`config.mk`:
```
export PLATFORM = sky130hd
export DESIGN_NAME = ordlt_ctrl
export DESIGN_NICKNAME = d
export VERILOG_FILES = /design/src/rtl/core/ordlt_pkg.sv /design/src/rtl/core/ordlt_ctrl.sv
export SDC_FILE = /design/constraint.sdc
export NUM_CORES = 1
export LEC_CHECK = 0
export ABC_CLOCK_PERIOD_IN_PS = 3870
export BUFFER_PORTS_ARGS = -buffer_cell sky130_fd_sc_hd__buf_2
export CAP_MARGIN = 10
export CORE_MARGIN = 5
export CORE_UTILIZATION = 35
export CTS_CLUSTER_DIAMETER = 40
export DETAILED_ROUTE_END_ITERATION = 12
export GPL_ROUTABILITY_DRIVEN = 0
export GPL_TIMING_DRIVEN = 1
export SLEW_MARGIN = 0
export SYNTH_ARGS = -nofsm -noshare
export SYNTH_HDL_FRONTEND = slang
export SYNTH_SLANG_ARGS = --single-unit
```
`constraint.sdc`:
```
create_clock -name clk -period 3.87 [get_ports clk]
set_input_delay 0 -clock clk [delete_from_list [all_inputs] [get_ports clk]]
set_output_delay 0 -clock clk [all_outputs]
set_load 0.05 [all_outputs]
```
`src/rtl/core/ordlt_pkg.sv`:
```
// Package for the ordered list table: transfer payload structs, operation and
// status codes, controller states and the controller/datapath command and condition structs.
// Depends on nothing; every other file of the block uses it.
package ordlt_pkg;

  localparam int unsigned VALUE_W = 64;
  localparam int unsigned POS_W   = 7;
  localparam int unsigned INDEX_W = 6;
  localparam int unsigned COUNT_W = 7;

  typedef enum logic [2:0] {
    OP_APPEND = 3'd0,
    OP_INSERT = 3'd1,
    OP_READ   = 3'd2,
    OP_WRITE  = 3'd3,
    OP_REMOVE = 3'd4,
    OP_FIND   = 3'd5
  } op_e;

  typedef enum logic [1:0] {
    ST_OK       = 2'd0,
    ST_RANGE    = 2'd1,
    ST_FULL     = 2'd2,
    ST_NOTFOUND = 2'd3
  } status_e;

  typedef struct packed {
    logic [2:0]         operation;
    logic [POS_W-1:0]   position;
    logic [VALUE_W-1:0] value;
  } cmd_t;

  typedef struct packed {
    logic [VALUE_W-1:0] read_value;
    logic [INDEX_W-1:0] result_index;
    logic [COUNT_W-1:0] entry_count;
    logic [1:0]         status;
  } rsp_t;

  typedef enum logic [3:0] {
    S_IDLE,
    S_DECODE,
    S_INS_RD,
    S_INS_WR,
    S_REM_RD,
    S_REM_WR,
    S_FIND_RD,
    S_FIND_CMP,
    S_RD_WAIT,
    S_DONE
  } state_e;

  typedef enum logic [2:0] {
    PTR_HOLD,
    PTR_COUNT,
    PTR_POS,
    PTR_ZERO,
    PTR_INC,
    PTR_DEC
  } ptr_op_e;

  typedef enum logic [1:0] {
    RA_POS,
    RA_PTR,
    RA_PTR_DN,
    RA_PTR_UP
  } rd_addr_e;

  typedef enum logic [1:0] {
    WA_POS,
    WA_PTR,
    WA_COUNT
  } wr_addr_e;

  typedef enum logic [1:0] {
    IDX_HOLD,
    IDX_COUNT,
    IDX_PTR
  } idx_op_e;

  // Commands from the controller to the datapath.
  typedef struct packed {
    logic     capture;
    ptr_op_e  ptr_op;
    logic     mem_rd;
    rd_addr_e rd_addr;
    logic     mem_wr;
    wr_addr_e wr_addr;
    logic     wr_from_mem;
    logic     count_inc;
    logic     count_dec;
    logic     set_status;
    status_e  status;
    idx_op_e  idx_op;
    logic     load_read;
    logic     out_load;
  } dp_ctrl_t;

  // Conditions from the datapath to the controller.
  typedef struct packed {
    logic [2:0] operation;
    logic       full;
    logic       pos_le_count;
    logic       pos_lt_count;
    logic       ptr_gt_pos;
    logic       ptr_lt_count;
    logic       ptr_up_lt_count;
    logic       match;
    logic       out_free;
  } dp_stat_t;

endpackage

```
`src/rtl/core/ordlt_ctrl.sv`:
```
// Controller of the ordered list table: sequences each operation as steps
// on the datapath. Uses ordlt_pkg for states and command/status structs.
module ordlt_ctrl (
  input  logic                clk,
  input  logic                rst,
  input  logic                cmd_valid,
  output logic                cmd_ready,
  input  ordlt_pkg::dp_stat_t stat,
  output ordlt_pkg::dp_ctrl_t ctrl
);

  ordlt_pkg::state_e state, state_next;

  always_ff @(posedge clk) begin
    if (rst) begin
      state <= ordlt_pkg::S_IDLE;
    end else begin
      state <= state_next;
    end
  end

  always_comb begin
    state_next = state;
    unique case (state)
      ordlt_pkg::S_IDLE: begin
        if (cmd_valid) state_next = ordlt_pkg::S_DECODE;
      end
      ordlt_pkg::S_DECODE: begin
        unique case (stat.operation)
          ordlt_pkg::OP_INSERT: begin
            if (stat.pos_le_count && !stat.full) state_next = ordlt_pkg::S_INS_RD;
            else state_next = ordlt_pkg::S_DONE;
          end
          ordlt_pkg::OP_READ: begin
            if (stat.pos_lt_count) state_next = ordlt_pkg::S_RD_WAIT;
            else state_next = ordlt_pkg::S_DONE;
          end
          ordlt_pkg::OP_REMOVE: begin
            if (stat.pos_lt_count) state_next = ordlt_pkg::S_REM_RD;
            else state_next = ordlt_pkg::S_DONE;
          end
          ordlt_pkg::OP_FIND: state_next = ordlt_pkg::S_FIND_RD;
          default: state_next = ordlt_pkg::S_DONE;
        endcase
      end
      ordlt_pkg::S_INS_RD: begin
        if (stat.ptr_gt_pos) state_next = ordlt_pkg::S_INS_WR;
        else state_next = ordlt_pkg::S_DONE;
      end
      ordlt_pkg::S_INS_WR: state_next = ordlt_pkg::S_INS_RD;
      ordlt_pkg::S_REM_RD: begin
        if (stat.ptr_up_lt_count) state_next = ordlt_pkg::S_REM_WR;
        else state_next = ordlt_pkg::S_DONE;
      end
      ordlt_pkg::S_REM_WR: state_next = ordlt_pkg::S_REM_RD;
      ordlt_pkg::S_FIND_RD: begin
        if (stat.ptr_lt_count) state_next = ordlt_pkg::S_FIND_CMP;
        else state_next = ordlt_pkg::S_DONE;
      end
      ordlt_pkg::S_FIND_CMP: begin
        if (stat.match) state_next = ordlt_pkg::S_DONE;
        else state_next = ordlt_pkg::S_FIND_RD;
      end
      ordlt_pkg::S_RD_WAIT: state_next = ordlt_pkg::S_DONE;
      ordlt_pkg::S_DONE: begin
        if (stat.out_free) state_next = ordlt_pkg::S_IDLE;
      end
      default: state_next = ordlt_pkg::S_IDLE;
    endcase
  end

  always_comb begin
    cmd_ready = 1'b0;
    ctrl      = '0;
    unique case (state)
      ordlt_pkg::S_IDLE: begin
        cmd_ready    = 1'b1;
        ctrl.capture = cmd_valid;
      end
      ordlt_pkg::S_DECODE: begin
        unique case (stat.operation)
          ordlt_pkg::OP_APPEND: begin
            if (stat.full) begin
              ctrl.set_status = 1'b1;
              ctrl.status     = ordlt_pkg::ST_FULL;
            end else begin
              ctrl.mem_wr    = 1'b1;
              ctrl.wr_addr   = ordlt_pkg::WA_COUNT;
              ctrl.idx_op    = ordlt_pkg::IDX_COUNT;
              ctrl.count_inc = 1'b1;
            end
          end
          ordlt_pkg::OP_INSERT: begin
            // The position is checked before fullness.
            if (!stat.pos_le_count) begin
              ctrl.set_status = 1'b1;
              ctrl.status     = ordlt_pkg::ST_RANGE;
            end else if (stat.full) begin
              ctrl.set_status = 1'b1;
              ctrl.status     = ordlt_pkg::ST_FULL;
            end else begin
              ctrl.ptr_op = ordlt_pkg::PTR_COUNT;
            end
          end
          ordlt_pkg::OP_READ: begin
            if (stat.pos_lt_count) begin
              ctrl.mem_rd  = 1'b1;
              ctrl.rd_addr = ordlt_pkg::RA_POS;
            end else begin
              ctrl.set_status = 1'b1;
              ctrl.status     = ordlt_pkg::ST_RANGE;
            end
          end
          ordlt_pkg::OP_WRITE: begin
            if (stat.pos_lt_count) begin
              ctrl.mem_wr  = 1'b1;
              ctrl.wr_addr = ordlt_pkg::WA_POS;
            end else begin
              ctrl.set_status = 1'b1;
              ctrl.status     = ordlt_pkg::ST_RANGE;
            end
          end
          ordlt_pkg::OP_REMOVE: begin
            if (stat.pos_lt_count) begin
              ctrl.ptr_op = ordlt_pkg::PTR_POS;
            end else begin
              ctrl.set_status = 1'b1;
              ctrl.status     = ordlt_pkg::ST_RANGE;
            end
          end
          ordlt_pkg::OP_FIND: begin
            ctrl.ptr_op     = ordlt_pkg::PTR_ZERO;
            ctrl.set_status = 1'b1;
            ctrl.status     = ordlt_pkg::ST_NOTFOUND;
          end
          default: ;
        endcase
      end
      ordlt_pkg::S_INS_RD: begin
        if (stat.ptr_gt_pos) begin
          ctrl.mem_rd  = 1'b1;
          ctrl.rd_addr = ordlt_pkg::RA_PTR_DN;
        end else begin
          // Gap is open at the position: drop the new word in.
          ctrl.mem_wr    = 1'b1;
          ctrl.wr_addr   = ordlt_pkg::WA_POS;
          ctrl.count_inc = 1'b1;
        end
      end
      ordlt_pkg::S_INS_WR: begin
        ctrl.mem_wr      = 1'b1;
        ctrl.wr_addr     = ordlt_pkg::WA_PTR;
        ctrl.wr_from_mem = 1'b1;
        ctrl.ptr_op      = ordlt_pkg::PTR_DEC;
      end
      ordlt_pkg::S_REM_RD: begin
        if (stat.ptr_up_lt_count) begin
          ctrl.mem_rd  = 1'b1;
          ctrl.rd_addr = ordlt_pkg::RA_PTR_UP;
        end else begin
          ctrl.count_dec = 1'b1;
        end
      end
      ordlt_pkg::S_REM_WR: begin
        ctrl.mem_wr      = 1'b1;
        ctrl.wr_addr     = ordlt_pkg::WA_PTR;
        ctrl.wr_from_mem = 1'b1;
        ctrl.ptr_op      = ordlt_pkg::PTR_INC;
      end
      ordlt_pkg::S_FIND_RD: begin
        if (stat.ptr_lt_count) begin
          ctrl.mem_rd  = 1'b1;
          ctrl.rd_addr = ordlt_pkg::RA_PTR;
        end
      end
      ordlt_pkg::S_FIND_CMP: begin
        if (stat.match) begin
          ctrl.set_status = 1'b1;
          ctrl.status     = ordlt_pkg::ST_OK;
          ctrl.idx_op     = ordlt_pkg::IDX_PTR;
        end else begin
          ctrl.ptr_op = ordlt_pkg::PTR_INC;
        end
      end
      ordlt_pkg::S_RD_WAIT: ctrl.load_read = 1'b1;
      ordlt_pkg::S_DONE: ctrl.out_load = stat.out_free;
      default: ;
    endcase
  end

endmodule

```
# --- Yosys cells after proc, flatten, opt, wreduce, memory -nomap -nowiden ---
# Index checks and enable logic that the tools add are counted.
totals:
  ff_bits: 4
  in_bits: 14
  output_inout_bits: 21
classes:
  eq_ne: 16
  reduce_logical: 7
  n_mux: 46
ops:
  columns: ["operator", "count"]
  rows:
  - ["one-hot mux 4 bit (10 select lines)", 1]
  - ["2-to-1 mux 3 bit", 12]
  - ["one-hot mux 3 bit (4 select lines)", 3]
  - ["2-to-1 mux 4 bit", 8]
  - ["one-hot mux 3 bit (3 select lines)", 2]
  - ["== test 4 x 3 -> 1 bit (second input constant)", 4]
  - ["one-hot mux 4 bit (4 select lines)", 1]
  - ["2-to-1 mux 1 bit", 13]
  - ["one-hot mux 5 bit (2 select lines)", 1]
  - ["== test 4 x 2 -> 1 bit (second input constant)", 2]
  - ["== test 4 bit (second input constant)", 2]
  - ["== test 3 x 2 -> 1 bit (second input constant)", 2]
  - ["== test 3 bit (second input constant)", 2]
  - ["one-hot mux 3 bit (2 select lines)", 1]
  - ["2-to-1 mux 5 bit", 1]
  - ["== test 4 x 1 -> 1 bit (second input constant)", 1]
  - ["zero test 4 bit", 1]
  - ["2-to-1 mux 2 bit", 2]
  - ["inequality test 2 bit (second input constant)", 2]
  - ["== test 3 x 1 -> 1 bit (second input constant)", 1]
  - ["zero test 3 bit", 1]
  - ["OR reduction 3 bit", 1]
  - ["one-hot mux 1 bit (2 select lines)", 1]
  - ["AND reduction 2 bit", 1]
  - ["other kinds (3)", 3]

# --- Logic depth before layout (Yosys ltp) ---
logic_depth:
  word_depth: 5
  ltp_mapped: 6
  mapped_depth_nobuf: 4

# --- Worst setup path after synthesis ---
# Ideal clock, no wire load.
synth_path:
  path_type: "register to output"
  start: "reg state[3]"
  end: "out ctrl[19] (netlist bit)"
  stages_incl_launch_ff: 4
  slack_ps: 1194
  t_required_ps: 3870
  arrival_time_ps: 2676
  path_buffers: 1
  path_cell_list: "dfxtp_1 -> buf_6 -> nor4_1 -> and2_1"
synth_rtl:
  columns: ["element", "line_no", "rtl"]
  rows:
  - ["start, declared", "ordlt_ctrl.sv:12", "ordlt_pkg::state_e state, state_next;"]
  - ["start signal, assigned", "ordlt_ctrl.sv:16", "state <= ordlt_pkg::S_IDLE;"]
  - ["start signal, assigned", "ordlt_ctrl.sv:18", "state <= state_next;"]
  - ["end, declared", "ordlt_ctrl.sv:9", "output ordlt_pkg::dp_ctrl_t ctrl"]

==> qor.yml <==
hold_end: "state[0]$_SDFFE_PP0P_"
synth_top_cell_by_area: "dfxtp_1"
fin_util_pct: 45.7
synth.area.mux_share_pct: 1.38
rrSetupSlack_ns: 1.99
ys.flop_type: "dfxtp_1"
vias: 881
ff2ff_path_depth: 4
start_util_pct: 37.0
grt_max_degree: 25
met3_usage_pct: 3.26
synth_edf_count: 0
synth-xor-area-share_pct: 1.21
worstPathArrival_ns: 2.13
largest-register: "state"
cp-start-kind: "flip-flop"
seq_area_frac_synth_pct: 11.0
chipHeight_um: 55.5
die-area_sq_um: 3080
hold_class: "input pin to flip-flop"
drtAntennaViolNets: 0
grt_pass1_vias: 821
antenna_cells: 0
internal_power_uw: 145
cp.required_ns: 3.87
synth_top_family_by_area: "simple AND/OR/NAND/NOR gates"
r2r_end: "state[0]$_SDFFE_PP0P_"
slew_headroom_pct: 54.9
cts_buffer_depth: 2
max_stage_delay_ns: 0.75
ir_drop_mv: 0.210
grt_use_met1_pct: 17.5
io_pins: 35
ys_seq_elements: 4
rsz0062_at_grt: "false"
switchingPower_uw: 181
cts_buffers: 3
leakage_nw: 0.421
synth_area_sq_um: 726
syn_area_per_cell_sq_um: 6.91
fmax_ghz: 0.469
fp.dieW_um: 55.5
synth-async-reset-ratio_pct: 0
grt_pass1_wl_um: 3560
overflow: 0
worstPathCellList: "nor4b_2 > nand2_1 > nor4_2 > a21o_1 > buf_2"
switching_share_pct: 55.6
cts_tree: "done"
cts_resized: 0
syn-instance-count: 105
wl_per_cell_um: 13.0
final_hold_viol_count: 0
post_cts_buffers: 0
port_buffers: 34
final_cell_mix: "buf_2 (34), nor2_1 (10), nand2_1 (10)"
seq_power_share_pct: 22.8
synth_nets: 119
route.detailed.drc: 0
reg_top3: "state x4"
r2r_start: "state[0]$_SDFFE_PP0P_"
clock_latency_ns: 0.24
ys_top_cells_by_area: "dfxtp_1 (11%), nor3_1 (6.2%), nand2_1 (5.2%)"
first_pass_iters: 4
ys_warn_count: 0
fp.coreArea_sq_um: 1960
worst_clock_skew_ns: 0.00474
htreeDepth: 1
synth_top_area_share_pct: 11.0
synthSimpleGateAreaFrac_pct: 45.3
slowest_stage: "dfxtp_1"
worst_pin_slew_ns: 0.676
worstHoldPathCells: 4
cp-end-kind: "primary output"
post-dp-hpwl_um: 1640
antenna_found_initial: 0
routed_wl_um: 2100
period_share_pct: 55.1
clkPwrFrac_pct: 16.8
place_ws_ns: 1.99
viasPerCell: 5.44
synth-compound-area-share_pct: 29.3
synthDistinctLibCells: 39
path_clk_slew_ns: 0.04
drive_gt1_share_pct: 34.8
hp-start: "stat[0]"
grt_usage_pct: 13.7
rows: 16
setup_violations: 0
area_growth_pct: 23.4
setup_tns_ns: 0
outcome: "complete, no violations"
maxSlewViolCount: 0
drt-initial-drc-count: 20
synthAdderAreaFrac_pct: 0
fin_crit_ns: 2.13
maxCapViolCount: 0
cp_max_fo: 24
fin_ws_ns: 1.74
final_common_cell: "buf_2"
fin_nets: 151
grt-busiest-layer: "met2"
critical_path_class: "flip-flop to primary output"
gr-usage-met2_pct: 22.1
hold_buffers: 1
clock-sinks: 4
largest_reg_flops: 4
cts_root_buf: "clkbuf_4"
power_density_nw_per_um2: 364
pwr-share-comb_pct: 60.5
==> cells by family (layout without fill, tap and decap cells) <==
kind of cell	after synthesis	in the layout
and+or+nand+nor	56	56
buffers and inverters	13	43
xor gates and xnor gates	1	1
muxes	1	1
DFF	4	4
AOI/OAI and AO/OA	30	30
==> layout make-up <==
type	instances	area (sq um)
tap	27	33.8
multi-input combinational	88	561
fill	242	1070
inverter	5	18.8
sequential	4	80.1
timing repair buffer	35	180
clock buffer	3	22.5
==> synth_stat cells (all sizes together), types with 2 or more instances <==
cell	instances
nand2	10
nor2	10
nor3	10
buf	8
o21ai	8
a21oi	7
nand2b	7
inv	5
nand3	5
nor4	5
dfxtp	4
a21o	3
nor2b	3
o22ai	2
==> layer usage <==
layer	vias up	share of wire (%)
met2	37	48
met5	-	0
met1	396	44
met4	0	0.90
met3	2	6.9
li1	446	-
==> stage by stage <==
stage / hold slack (ns) / std cells / cell area, sq um / total power [mW]
after floorplan: 0.0691 / 105 / 726 / 0.237
after CTS: 0.134 / 162 / 896 / 0.328
final: 0.144 / 162 / 896 / 0.326
after global placement: 0.234 / 158 / 863 / 0.270
after detailed placement: 0.231 / 158 / 863 / 0.270
after global routing: 0.159 / 162 / 896 / 0.351
==> critical path: cells and delay by family (launching register included) <==
kind / cells / cell delay [ns]
compound gates: 1 / 0.12
buf+inv: 1 / 0.25
flops: 1 / 0.75
simple gates: 3 / 0.77
==> worst max path at each step <==
stage                               start       end  cells past startpoint
detailed placement  state[0]$_SDFFE_PP0P_   ctrl[8]                      5
CTS                 state[0]$_SDFFE_PP0P_   ctrl[8]                      5
global placement    state[0]$_SDFFE_PP0P_   ctrl[8]                      5
global route        state[0]$_SDFFE_PP0P_   ctrl[8]                      5
floorplan           state[3]$_SDFFE_PP0P_  ctrl[19]                      3
finish              state[0]$_SDFFE_PP0P_   ctrl[8]                      5
==> power groups by stage <==
stage / combinational, mW / sequential [mW] / clock (mW)
after detailed placement: 0.196 / 0.0745 / 0
after floorplan: 0.183 / 0.0535 / 0
after global routing: 0.214 / 0.0777 / 0.0598
final: 0.197 / 0.0742 / 0.0546
after global placement: 0.195 / 0.0745 / 0
after CTS: 0.198 / 0.0739 / 0.0560
Power figures use the tool's default switching activity.
